File: src/sv/okvt_pkg.sv
// ----------------------------------------------------------------------------
// okvt_pkg: shared types and constants of the ordered key/value table
// Operation and status codes, and the value that a failed lookup returns.
// ----------------------------------------------------------------------------
package okvt_pkg;

    // Operation carried by a request beat.
    typedef enum logic [1:0] {
        FUNC_ADD    = 2'd0,
        FUNC_SET    = 2'd1,
        FUNC_DELETE = 2'd2,
        FUNC_GET    = 2'd3
    } t_func;

    // Completion status carried by a response beat.
    typedef enum logic [1:0] {
        ST_DONE      = 2'd0,
        ST_NOT_FOUND = 2'd1,
        ST_FULL      = 2'd2
    } t_status;

    typedef logic signed [31:0] t_word;

    localparam int unsigned OCC_W = 5;

    // Value returned by a get that finds no entry.
    localparam t_word NOT_FOUND_VALUE = -32'sd1;

endpackage

File: src/sv/okvt_if.sv
// ----------------------------------------------------------------------------
// okvt_if: request and response channels of the ordered key/value table
// Valid/ready channels; a beat moves at a clock edge with valid and ready high.
// ----------------------------------------------------------------------------
interface okvt_req_if
    import okvt_pkg::*;
();
    logic  valid;
    logic  ready;
    t_func func;
    t_word key;
    t_word value;

    modport source (output valid, output func, output key, output value, input ready);
    modport sink   (input valid, input func, input key, input value, output ready);
endinterface

interface okvt_rsp_if
    import okvt_pkg::*;
();
    logic             valid;
    logic             ready;
    t_word            read_value;
    t_status          status;
    logic [OCC_W-1:0] occupancy;

    modport source (output valid, output read_value, output status, output occupancy,
                    input ready);
    modport sink   (input valid, input read_value, input status, input occupancy,
                    output ready);
endinterface

File: src/sv/okvt_ram.sv
// ----------------------------------------------------------------------------
// okvt_ram: generic simple dual-port RAM
// One write port and one read port; the read data is registered.
// ----------------------------------------------------------------------------
module okvt_ram #(
    parameter int WIDTH = 64,
    parameter int DEPTH = 16
) (
    input  logic                                       i_clk,
    input  logic                                       i_we,
    input  logic [(DEPTH > 1 ? $clog2(DEPTH) : 1)-1:0] i_waddr,
    input  logic [WIDTH-1:0]                           i_wdata,
    input  logic [(DEPTH > 1 ? $clog2(DEPTH) : 1)-1:0] i_raddr,
    output logic [WIDTH-1:0]                           o_rdata
);
    logic [WIDTH-1:0] r_mem [DEPTH];
    logic [WIDTH-1:0] r_rdata;

    always_ff @(posedge i_clk) begin
        if (i_we) begin
            r_mem[i_waddr] <= i_wdata;
        end
        r_rdata <= r_mem[i_raddr];
    end

    assign o_rdata = r_rdata;
endmodule

File: src/sv/ordered_key_value_table.sv
// ----------------------------------------------------------------------------
// ordered_key_value_table: bounded, insertion-ordered key/value table
// Signed 32-bit pairs kept in one RAM in the order they were stored.
// ----------------------------------------------------------------------------
// The table holds up to TABLE_DEPTH key/value pairs in one RAM, oldest first,
// and serves one request at a time. Add appends a pair, even when the key is
// already present. Set updates the first entry with the key, or appends when
// no entry matches. Delete removes the first matching entry and moves every
// later entry down one place. Get returns the first match's value, or -1 with
// not-found status. Appending to a full table stores nothing and reports full.
// Timing is set by the single RAM read port, which the search and the
// compaction both walk one entry per cycle. A delete that matches then
// moves the later entries down and drops the count. The response sits in
// an output register, so a request may be accepted while the previous
// response still waits to be taken. No clearing pass is needed after
// reset: only entries below the count are ever read.
module ordered_key_value_table
    import okvt_pkg::*;
#(
    parameter int TABLE_DEPTH = 16
) (
    input  logic       i_clk,
    input  logic       i_rst_n,
    okvt_req_if.sink   i_req,
    okvt_rsp_if.source o_rsp
);
    // Entry address width and count width (the count may equal the depth).
    localparam int AW = (TABLE_DEPTH > 1) ? $clog2(TABLE_DEPTH) : 1;
    localparam int CW = $clog2(TABLE_DEPTH + 1);

    typedef enum logic [2:0] {
        S_IDLE,
        S_SCAN,
        S_SHIFT,
        S_APPEND,
        S_DONE
    } t_state;

    t_state r_state;

    // Latched request.
    t_func r_func;
    t_word r_key;
    t_word r_value;

    // Number of stored entries.
    logic [CW-1:0] r_count;

    // Read pointer, and the entry whose data arrives from the RAM this cycle.
    logic [CW-1:0] r_rd_idx;
    logic          r_pend;
    logic [AW-1:0] r_pend_idx;

    // Result under construction, and the output register.
    t_word            r_res_value;
    t_status          r_res_status;
    logic             r_out_valid;
    t_word            r_out_value;
    t_status          r_out_status;
    logic [OCC_W-1:0] r_out_occ;

    // RAM port signals. Each word is the key in the upper half, value below.
    logic          ram_we;
    logic [AW-1:0] ram_waddr;
    logic [63:0]   ram_wdata;
    logic [AW-1:0] ram_raddr;
    logic [63:0]   ram_rdata;

    logic        w_found;
    logic        w_more;
    logic        w_room;
    logic        w_out_load;
    logic [31:0] w_count_ext;

    okvt_ram #(
        .WIDTH (64),
        .DEPTH (TABLE_DEPTH)
    ) u_ram (
        .i_clk   (i_clk),
        .i_we    (ram_we),
        .i_waddr (ram_waddr),
        .i_wdata (ram_wdata),
        .i_raddr (ram_raddr),
        .o_rdata (ram_rdata)
    );

    // The entry read last cycle matches the key being searched for.
    assign w_found = r_pend && (ram_rdata[63:32] == r_key);
    // Entries remain to be read in the walk.
    assign w_more  = r_rd_idx < r_count;
    // There is space for one more entry.
    assign w_room  = r_count < CW'(TABLE_DEPTH);
    // The finished result moves into the output register this cycle.
    assign w_out_load = (r_state == S_DONE) && (!r_out_valid || o_rsp.ready);

    // The occupancy field reports the count modulo 32.
    assign w_count_ext = 32'(r_count);

    assign ram_raddr = r_rd_idx[AW-1:0];

    always_comb begin
        ram_we    = 1'b0;
        ram_waddr = r_count[AW-1:0];
        ram_wdata = {r_key, r_value};
        case (r_state)
            S_SCAN: begin
                // A set that hits rewrites the matching entry in place.
                if (w_found && r_func == FUNC_SET) begin
                    ram_we    = 1'b1;
                    ram_waddr = r_pend_idx;
                end
            end
            S_SHIFT: begin
                // Each entry read during compaction moves down one place.
                if (r_pend) begin
                    ram_we    = 1'b1;
                    ram_waddr = r_pend_idx - AW'(1);
                    ram_wdata = ram_rdata;
                end
            end
            S_APPEND: begin
                ram_we = w_room;
            end
            default: begin
            end
        endcase
    end

    always_ff @(posedge i_clk) begin
        if (!i_rst_n) begin
            r_state     <= S_IDLE;
            r_count     <= '0;
            r_pend      <= 1'b0;
            r_out_valid <= 1'b0;
        end else begin
            if (r_out_valid && o_rsp.ready && !w_out_load) begin
                r_out_valid <= 1'b0;
            end

            case (r_state)
                S_IDLE: begin
                    if (i_req.valid) begin
                        r_func       <= i_req.func;
                        r_key        <= i_req.key;
                        r_value      <= i_req.value;
                        r_rd_idx     <= '0;
                        r_pend       <= 1'b0;
                        r_res_value  <= '0;
                        r_res_status <= ST_DONE;
                        r_state      <= (i_req.func == FUNC_ADD) ? S_APPEND : S_SCAN;
                    end
                end

                S_SCAN: begin
                    if (w_found) begin
                        r_pend <= 1'b0;
                        case (r_func)
                            FUNC_GET: begin
                                r_res_value <= ram_rdata[31:0];
                                r_state     <= S_DONE;
                            end
                            FUNC_DELETE: begin
                                // The read pointer already sits just past the hit.
                                r_state <= S_SHIFT;
                            end
                            default: begin
                                r_state <= S_DONE;
                            end
                        endcase
                    end else if (w_more) begin
                        r_pend     <= 1'b1;
                        r_pend_idx <= r_rd_idx[AW-1:0];
                        r_rd_idx   <= r_rd_idx + CW'(1);
                    end else begin
                        r_pend <= 1'b0;
                        case (r_func)
                            FUNC_SET: begin
                                r_state <= S_APPEND;
                            end
                            FUNC_GET: begin
                                r_res_value  <= NOT_FOUND_VALUE;
                                r_res_status <= ST_NOT_FOUND;
                                r_state      <= S_DONE;
                            end
                            default: begin
                                r_res_status <= ST_NOT_FOUND;
                                r_state      <= S_DONE;
                            end
                        endcase
                    end
                end

                S_SHIFT: begin
                    if (w_more) begin
                        r_pend     <= 1'b1;
                        r_pend_idx <= r_rd_idx[AW-1:0];
                        r_rd_idx   <= r_rd_idx + CW'(1);
                    end else begin
                        r_pend <= 1'b0;
                        // Once the last move has been written, drop the count.
                        if (!r_pend) begin
                            r_count <= r_count - CW'(1);
                            r_state <= S_DONE;
                        end
                    end
                end

                S_APPEND: begin
                    if (w_room) begin
                        r_count <= r_count + CW'(1);
                    end else begin
                        r_res_status <= ST_FULL;
                    end
                    r_state <= S_DONE;
                end

                S_DONE: begin
                    if (w_out_load) begin
                        r_out_valid  <= 1'b1;
                        r_out_value  <= r_res_value;
                        r_out_status <= r_res_status;
                        r_out_occ    <= w_count_ext[OCC_W-1:0];
                        r_state      <= S_IDLE;
                    end
                end

                default: begin
                    r_state <= S_IDLE;
                end
            endcase
        end
    end

    assign i_req.ready      = (r_state == S_IDLE);
    assign o_rsp.valid      = r_out_valid;
    assign o_rsp.read_value = r_out_value;
    assign o_rsp.status     = r_out_status;
    assign o_rsp.occupancy  = r_out_occ;

    // The count never passes the table depth.
    a_count_bound : assert property (@(posedge i_clk) disable iff (!i_rst_n)
        r_count <= CW'(TABLE_DEPTH))
        else $error("entry count exceeds table depth");

    // An accepted request always leaves the idle state.
    a_accept_busy : assert property (@(posedge i_clk) disable iff (!i_rst_n)
        (i_req.valid && i_req.ready) |=> (r_state != S_IDLE))
        else $error("request accepted but sequencer stayed idle");

    // The RAM is written only while an operation is in progress.
    a_write_state : assert property (@(posedge i_clk) disable iff (!i_rst_n)
        ram_we |-> (r_state == S_SCAN || r_state == S_SHIFT || r_state == S_APPEND))
        else $error("RAM write outside an operation");

    // Compaction only runs on a table that holds the entry being removed.
    a_shift_nonempty : assert property (@(posedge i_clk) disable iff (!i_rst_n)
        (r_state == S_SHIFT) |-> (r_count != '0))
        else $error("compaction on an empty table");
endmodule

File: src/flat_wrapper.sv
// flat-port wrapper written by rule: the top's interface ports become plain ports
module ordered_key_value_table_flat import okvt_pkg::*;
#(
    parameter int TABLE_DEPTH = 16
)
  (i_clk, i_rst_n, i_req_valid, i_req_func, i_req_key, i_req_value, i_req_ready, o_rsp_valid, o_rsp_read_value, o_rsp_status, o_rsp_occupancy, o_rsp_ready);
  okvt_req_if i_req_i ();
  okvt_rsp_if o_rsp_i ();
  input  logic i_clk;
  input  logic i_rst_n;
  input wire logic [$bits(i_req_i.valid)-1:0] i_req_valid;
  input wire logic [$bits(i_req_i.func)-1:0] i_req_func;
  input wire logic [$bits(i_req_i.key)-1:0] i_req_key;
  input wire logic [$bits(i_req_i.value)-1:0] i_req_value;
  output wire logic [$bits(i_req_i.ready)-1:0] i_req_ready;
  output wire logic [$bits(o_rsp_i.valid)-1:0] o_rsp_valid;
  output wire logic [$bits(o_rsp_i.read_value)-1:0] o_rsp_read_value;
  output wire logic [$bits(o_rsp_i.status)-1:0] o_rsp_status;
  output wire logic [$bits(o_rsp_i.occupancy)-1:0] o_rsp_occupancy;
  input wire logic [$bits(o_rsp_i.ready)-1:0] o_rsp_ready;
  assign i_req_i.valid = i_req_valid;
  assign i_req_i.func = i_req_func;
  assign i_req_i.key = i_req_key;
  assign i_req_i.value = i_req_value;
  assign i_req_ready = i_req_i.ready;
  assign o_rsp_valid = o_rsp_i.valid;
  assign o_rsp_read_value = o_rsp_i.read_value;
  assign o_rsp_status = o_rsp_i.status;
  assign o_rsp_occupancy = o_rsp_i.occupancy;
  assign o_rsp_i.ready = o_rsp_ready;
  ordered_key_value_table #(.TABLE_DEPTH(TABLE_DEPTH)) u_core (.i_clk(i_clk), .i_rst_n(i_rst_n), .i_req(i_req_i), .o_rsp(o_rsp_i));
endmodule
File: config.mk
export PLATFORM = sky130hd
export DESIGN_NAME = ordered_key_value_table_flat
export DESIGN_NICKNAME = d
export VERILOG_FILES = /design/src/sv/okvt_pkg.sv /design/src/sv/okvt_if.sv /design/src/sv/okvt_ram.sv /design/src/sv/ordered_key_value_table.sv /design/src/flat_wrapper.sv
export SDC_FILE = /design/constraint.sdc
export NUM_CORES = 1
export LEC_CHECK = 0
export BUFFER_PORTS_ARGS = -buffer_cell sky130_fd_sc_hd__buf_2
export CORE_MARGIN = 8
export CORE_UTILIZATION = 62
export CTS_CLUSTER_SIZE = 10
export DETAILED_ROUTE_END_ITERATION = 10
export PLACE_DENSITY_LB_ADDON = 0.15
export SLEW_MARGIN = 20
export SYNTH_ARGS = -nofsm -noshare
export SYNTH_HDL_FRONTEND = slang
export SYNTH_SLANG_ARGS = --single-unit
File: constraint.sdc
create_clock -name i_clk -period 7.9 [get_ports i_clk]
set_input_delay 1.185 -clock i_clk [delete_from_list [all_inputs] [get_ports i_clk]]
set_output_delay 1.185 -clock i_clk [all_outputs]
set_load 0.01 [all_outputs]
==> Word-level counts from Yosys, hierarchy flattened <==
Memory sizes are Yosys's and may differ from the RTL's. A register that Yosys moved wholly into a read port is not among the register bits.
Cells that the tools add are included.
{ "word_totals": {"reg_bits": 158, "out_inout_bits": 41, "elab_cells": 115, "mem_count": 1, "romBits": 0, "input_bits": 70, "mem_bits_rw": 1024, "latchBits": 0} }
{ "op_classes": {"reduce_logical": 24, "mux": 50, "addsub": 4, "shifts": 0, "n_div": 0, "bitwise": 0, "n_lt_le_gt_ge": 2, "n_eq_ne": 20, "multipliers": 0} }
{ "memory_table": {"columns": ["memory", "depth", "word_bits", "read_ports", "rd_clocked_by_memory_dff", "wr", "line", "source"], "rows": [
  ["u_core.u_ram.r_mem", 16, 64, 1, 1, 1, "okvt_ram.sv:16", "logic [WIDTH-1:0] r_mem [DEPTH];"]
]} }
{ "ops": {"columns": ["operator", "count"], "rows": [
  ["$mux 32", 5],
  ["$mux 64", 2],
  ["$pmux 32 s2", 1],
  ["$eq 32x32->1", 1],
  ["$mux 5", 6],
  ["$mux 3", 8],
  ["$mux 4", 4],
  ["$pmux 4 s2", 2],
  ["$pmux 3 s5", 1],
  ["$pmux 5 s3", 1],
  ["$ne 2x2->1 const B", 7],
  ["$mux 2", 6],
  ["$add 5x1->5 const B", 2],
  ["$mux 1", 10],
  ["$pmux 5 s2", 1],
  ["$reduce_and 3->1", 3],
  ["$reduce_and 4->1", 2],
  ["$reduce_and 7->1", 1],
  ["$eq 3x2->1 const B", 2],
  ["$ne 3x2->1 const B", 2],
  ["$pmux 1 s3", 2],
  ["$pmux 2 s3", 1],
  ["$reduce_and 6->1", 1],
  ["$reduce_bool 2->1", 3],
  ["other kinds (18)", 26]
]} }

==> Logic depth before layout (Yosys ltp) <==
{ "logic_depth": {"ltp_word": 8, "depth_mapped": 11, "depth_no_buf": 9} }

==> Modules after synthesis <==
A second synthesis with hierarchy kept.
{ "unflattened": {"hier_cells": 2112, "hier_area_um2": 46619.7} }
{ "by_module_without_submodules": {"columns": ["mod", "instances", "area_each_um2", "cells_per_inst", "seq_area_each_um2"], "rows": [
  ["okvt_ram", 1, 39581.7, 1647, 32030.7],
  ["ordered_key_value_table", 1, 7038.0, 465, 4644.5]
]} }

==> Worst setup path before layout <==
No wires, ideal clock.
{ "synth_path": {"path_type": "reg2reg", "startpoint": "reg u_core.r_key[20]", "endpoint": "mem u_core.u_ram.r_mem[10][0] (enable)", "synth_period_minus_slack_ns": 6.992, "path_stages_with_launch": 8, "n_path_buf": 0, "setup_ns": 0.565, "t_required_ns": 7.335, "path_slack_ns": 0.908, "arrival_ns": 6.428, "path_cell_list": "edfxtp_1 xor2_1 or4b_1 nor3_2 and4_2 a211oi_2 or3_4 nor3_1"} }
{ "synth_between": {"elab_chain_cells": 7, "word_cells_on_any_way": 9, "classes_between": "1 x eq/ne; 6 x mux; 2 x reduce/logical"} }
{ "synth_lines": {"columns": ["item", "line", "source"], "rows": [
  ["from (decl)", "ordered_key_value_table.sv:43", "t_word r_key;"],
  ["from (signal assigned)", "ordered_key_value_table.sv:144", "r_key <= i_req.key;"],
  ["$eq 32x32->1 *", "ordered_key_value_table.sv:88", "assign w_found = r_pend && (ram_rdata[63:32] == r_key);"],
  ["$logic_and 1x1->1 *", "ordered_key_value_table.sv:88", null],
  ["$logic_and 1x1->1 *", "ordered_key_value_table.sv:108", "if (w_found && r_func == FUNC_SET) begin"],
  ["$mux 1", "ordered_key_value_table.sv:108", null],
  ["$pmux 1 s3", "ordered_key_value_table.sv:105", "case (r_state)"],
  ["$mux 1", "okvt_ram.sv:20", "if (i_we) begin"],
  ["$mux 1 (implied by the code)", "okvt_ram.sv:21", "r_mem[i_waddr] <= i_wdata;"],
  ["to (decl)", "okvt_ram.sv:16", null]
]} }
Every way passes the cells marked *; elsewhere a longest branch is shown, timed or not.

==> Worst setup path in the final report <==
{ "layout_path": {"startpoint": "reg u_core.r_key[26]", "endpoint": "mem u_core.u_ram.r_mem[3][21] (enable)"} }
Same word-level chain as after synthesis.

==> metrics.cfg <==
[worst_setup_path]
crit_path_end_kind = register
cp.arrival_ns = 4.74
cp_common_cell = buf_4
crit_slowest_cell = a211oi_2
critical_path_class = register to register
r2r.worst_path.cells = 9
cp.required_ns = 8.23
cp_top_family = compound AO/OA/AOI/OAI gates
worst_path_largest_cell_delay_ns = 0.67
path_cells = xnor2_1 -> nand4_1 -> a211oi_2 -> nand4_2 -> o31ai_4 -> o311ai_2 -> nor3_2 -> buf_4 -> buf_4
start_kind = register
crit_cells = 9
cp_max_fo = 35
path_buf_inv = 2

[timing]
totalNegativeSetupSlack_ns = 0
setup_viol = 0
rsz0062_at_grt = false
worst_pin_slew_ns = 1.10
min_period_over_period_pct = 55.8
hold_violations = 0
slew_violations = 0
slew_headroom_pct = 26.4
fin_crit_ns = 4.41
clock_skew_ns = 0.0272
fmax_mhz = 227

[synth]
synthDistinctLibCells = 61
synth_compound_area_share_pct = 0.970
muxShareOfSynthArea_pct = 17.0
seq_area_frac_synth_pct = 78.3
synth_ff_type = edfxtp_1
synth_top_family_by_area = multiplexers
synth_seq_cells = 1246
synth_cells = 2023
syn-num-nets = 2105
synth-simple-area-share_pct = 1.73
synth_edf_count = 1172
syn-cell-area_um2 = 46800
async_reset_ff_share_pct = 0
synth_adder_area_share_pct = 0.337
syn_avg_cell_area_um2 = 23.2
synthXorXnorAreaFrac_pct = 0.767
yosysWarnings = 0

[layout]
final_layout_size_suffix_gt1_share_pct = 31.4
final_common_cell = edfxtp_1
syn_to_final_growth_pct = 12.8
final_util_pct = 70.9
layout.nets = 2313
mostFrequentLayoutCells = edfxtp_1 (1172), mux4_2 (320), clkbuf_16 (147)

[detailed_routing]
drt_iter0_drc = 2416
drt_first_pass_iters = 5
viasPerCell = 6.51
final_antenna_net_count = 0
routed_wl_um = 99100
routedWlPerCell_um = 30.0
num_vias = 21500
drc = 0

[run]
max-cap-violations = 0

[global_routing]
antenna_found_initial = 5
grt_pass1_wl_um = 147000
gr-usage-all-layers_pct = 23.5
first_global_vias = 22400
grt_remaining_overflow = 0
grt_start_max_net_pins = 138

[floorplan]
row_count = 100
die_area_um2 = 84600
die_y_um = 291
start_util_pct = 62.8
io_pins = 111
die_w_um = 291
coreArea_um2 = 74600

[cts]
cts_made_buffers = 143
cts_tree = yes
cts_setup_buffers = 0
cts_buffer_depth = 3
clock_latency_ns = 0.72
ctsResizeCount = 0
clkSinkCount = 1246
cts_root_buf = clkbuf_16
cts.reportedPaths.clkPinSlew_ns = 0.05
htree_levels = 4
hold_buffers = 0

[min_path]
hp-class = register to register
holdPathStages = 0

[power]
ir_drop_uv = 227
power.leakage_nw = 16.8
power_density_nw_per_um2 = 326

[status]
outcome = finished, final reports clean

[placement]
gp_congestion = 0.791
hpwlAfterDp_um = 52500
port_buffers = 110

==> metrics by stage <==
stage	area (µm²)	setup WS [ns]	cells	power [mW]	hold WS, ns
after floorplan	46800	0.908	2023	10.6	0.400
after global placement	48700	3.74	3054	11.5	0.401
after detailed placement	48700	3.53	3054	11.5	0.405
after CTS	52800	3.52	3299	17.4	0.406
after global routing	52900	3.38	3301	17.9	0.420
final	52900	3.49	3302	17.3	0.406
==> metal layers <==
layer / vias up / share of wire [%] / global-route usage, %
met5: - / 0 / 0
met1: 11400 / 41 / 33.4
met3: 165 / 8.3 / 5.35
met2: 998 / 48 / 37.0
met4: 0 / 2.6 / 7.35
li1: 8931 / - / -
==> path summary, 6_finish.rpt <==
check,start,end,slack [ns]
hold / removal,u_core.r_res_value[27]$_SDFFCE_PN0P_,u_core.o_rsp.read_value[27]$_DFFE_PP_,0.41
setup / recovery,u_core.r_key[26]$_DFFE_PP_,u_core.u_ram.r_mem[3][21]$_DFFE_PP_,3.49
setup reg to reg,u_core.r_key[26]$_DFFE_PP_,u_core.u_ram.r_mem[3][21]$_DFFE_PP_,3.49
hold reg to reg,u_core.r_res_value[27]$_SDFFCE_PN0P_,u_core.o_rsp.read_value[27]$_DFFE_PP_,0.41
==> report_power, final <==
group	internal [mW]	switching [mW]	leakage, nW
clock network	3.45	2.41	1.96
logic	1.55	1.74	3.64
registers	7.85	0.249	11.2
total	12.8	4.41	16.8
==> cell families (layout without fill, tap and decap cells) <==
group	after synthesis	count (layout)
AND/OR/NAND/NOR	166	166
XOR/XNOR	41	41
multiplexers	388	388
flip-flops	1246	1246
AO/OA/AOI/OAI	63	63
buffers and inverters	107	415
other	0	2
adder cells (fa/ha/maj)	12	12
==> area by class of cell <==
type                       instances  area [µm²]
timing repair buffer             157         966
clock buffer                     237        4030
multi-input combinational        670        9850
sequential                      1246       36700
inverter                          13        48.8
tap                              969        1210
antenna                            2        5.00
fill                            4287       21700
clock inverter                     8        77.6
==> state kept, by name, summed over array words and instances (netlist names) <==
signal / flops
u_core.o_rsp.read_value: 32
u_core.r_value: 32
u_core.r_res_value: 32
u_core.o_rsp.status: 2
u_core.o_rsp.valid: 1
u_core.r_pend: 1
u_core.r_rd_idx: 5
u_core.u_ram.o_rdata: 64
u_core.r_pend_idx: 4
u_core.u_ram.r_mem: 1024
u_core.r_count: 5
u_core.o_rsp.occupancy: 5
u_core.r_res_status: 2
u_core.r_key: 32
u_core.r_func: 2
u_core.r_state: 3
==> synth_stat cells (9+ instances only) <==
| cell | number | area (µm²) |
|---|---|---|
| edfxtp_1 | 1172 | 35200 |
| nand2_1 | 18 | 67.6 |
| nor3_1 | 21 | 105 |
| xnor2_1 | 29 | 254 |
| clkbuf_1 | 60 | 225 |
| o21ai_0 | 9 | 45.0 |
| nand4_1 | 11 | 68.8 |
| mux4_2 | 320 | 7210 |
| buf_1 | 18 | 67.6 |
| buf_2 | 16 | 80.1 |
| ha_1 | 11 | 138 |
| a21oi_1 | 18 | 90.1 |
| xor2_1 | 12 | 105 |
| dfxtp_1 | 74 | 1480 |
| nor2_1 | 82 | 308 |
| mux2_2 | 64 | 721 |
| inv_1 | 12 | 45.0 |
Power figures use the tool's default switching activity.
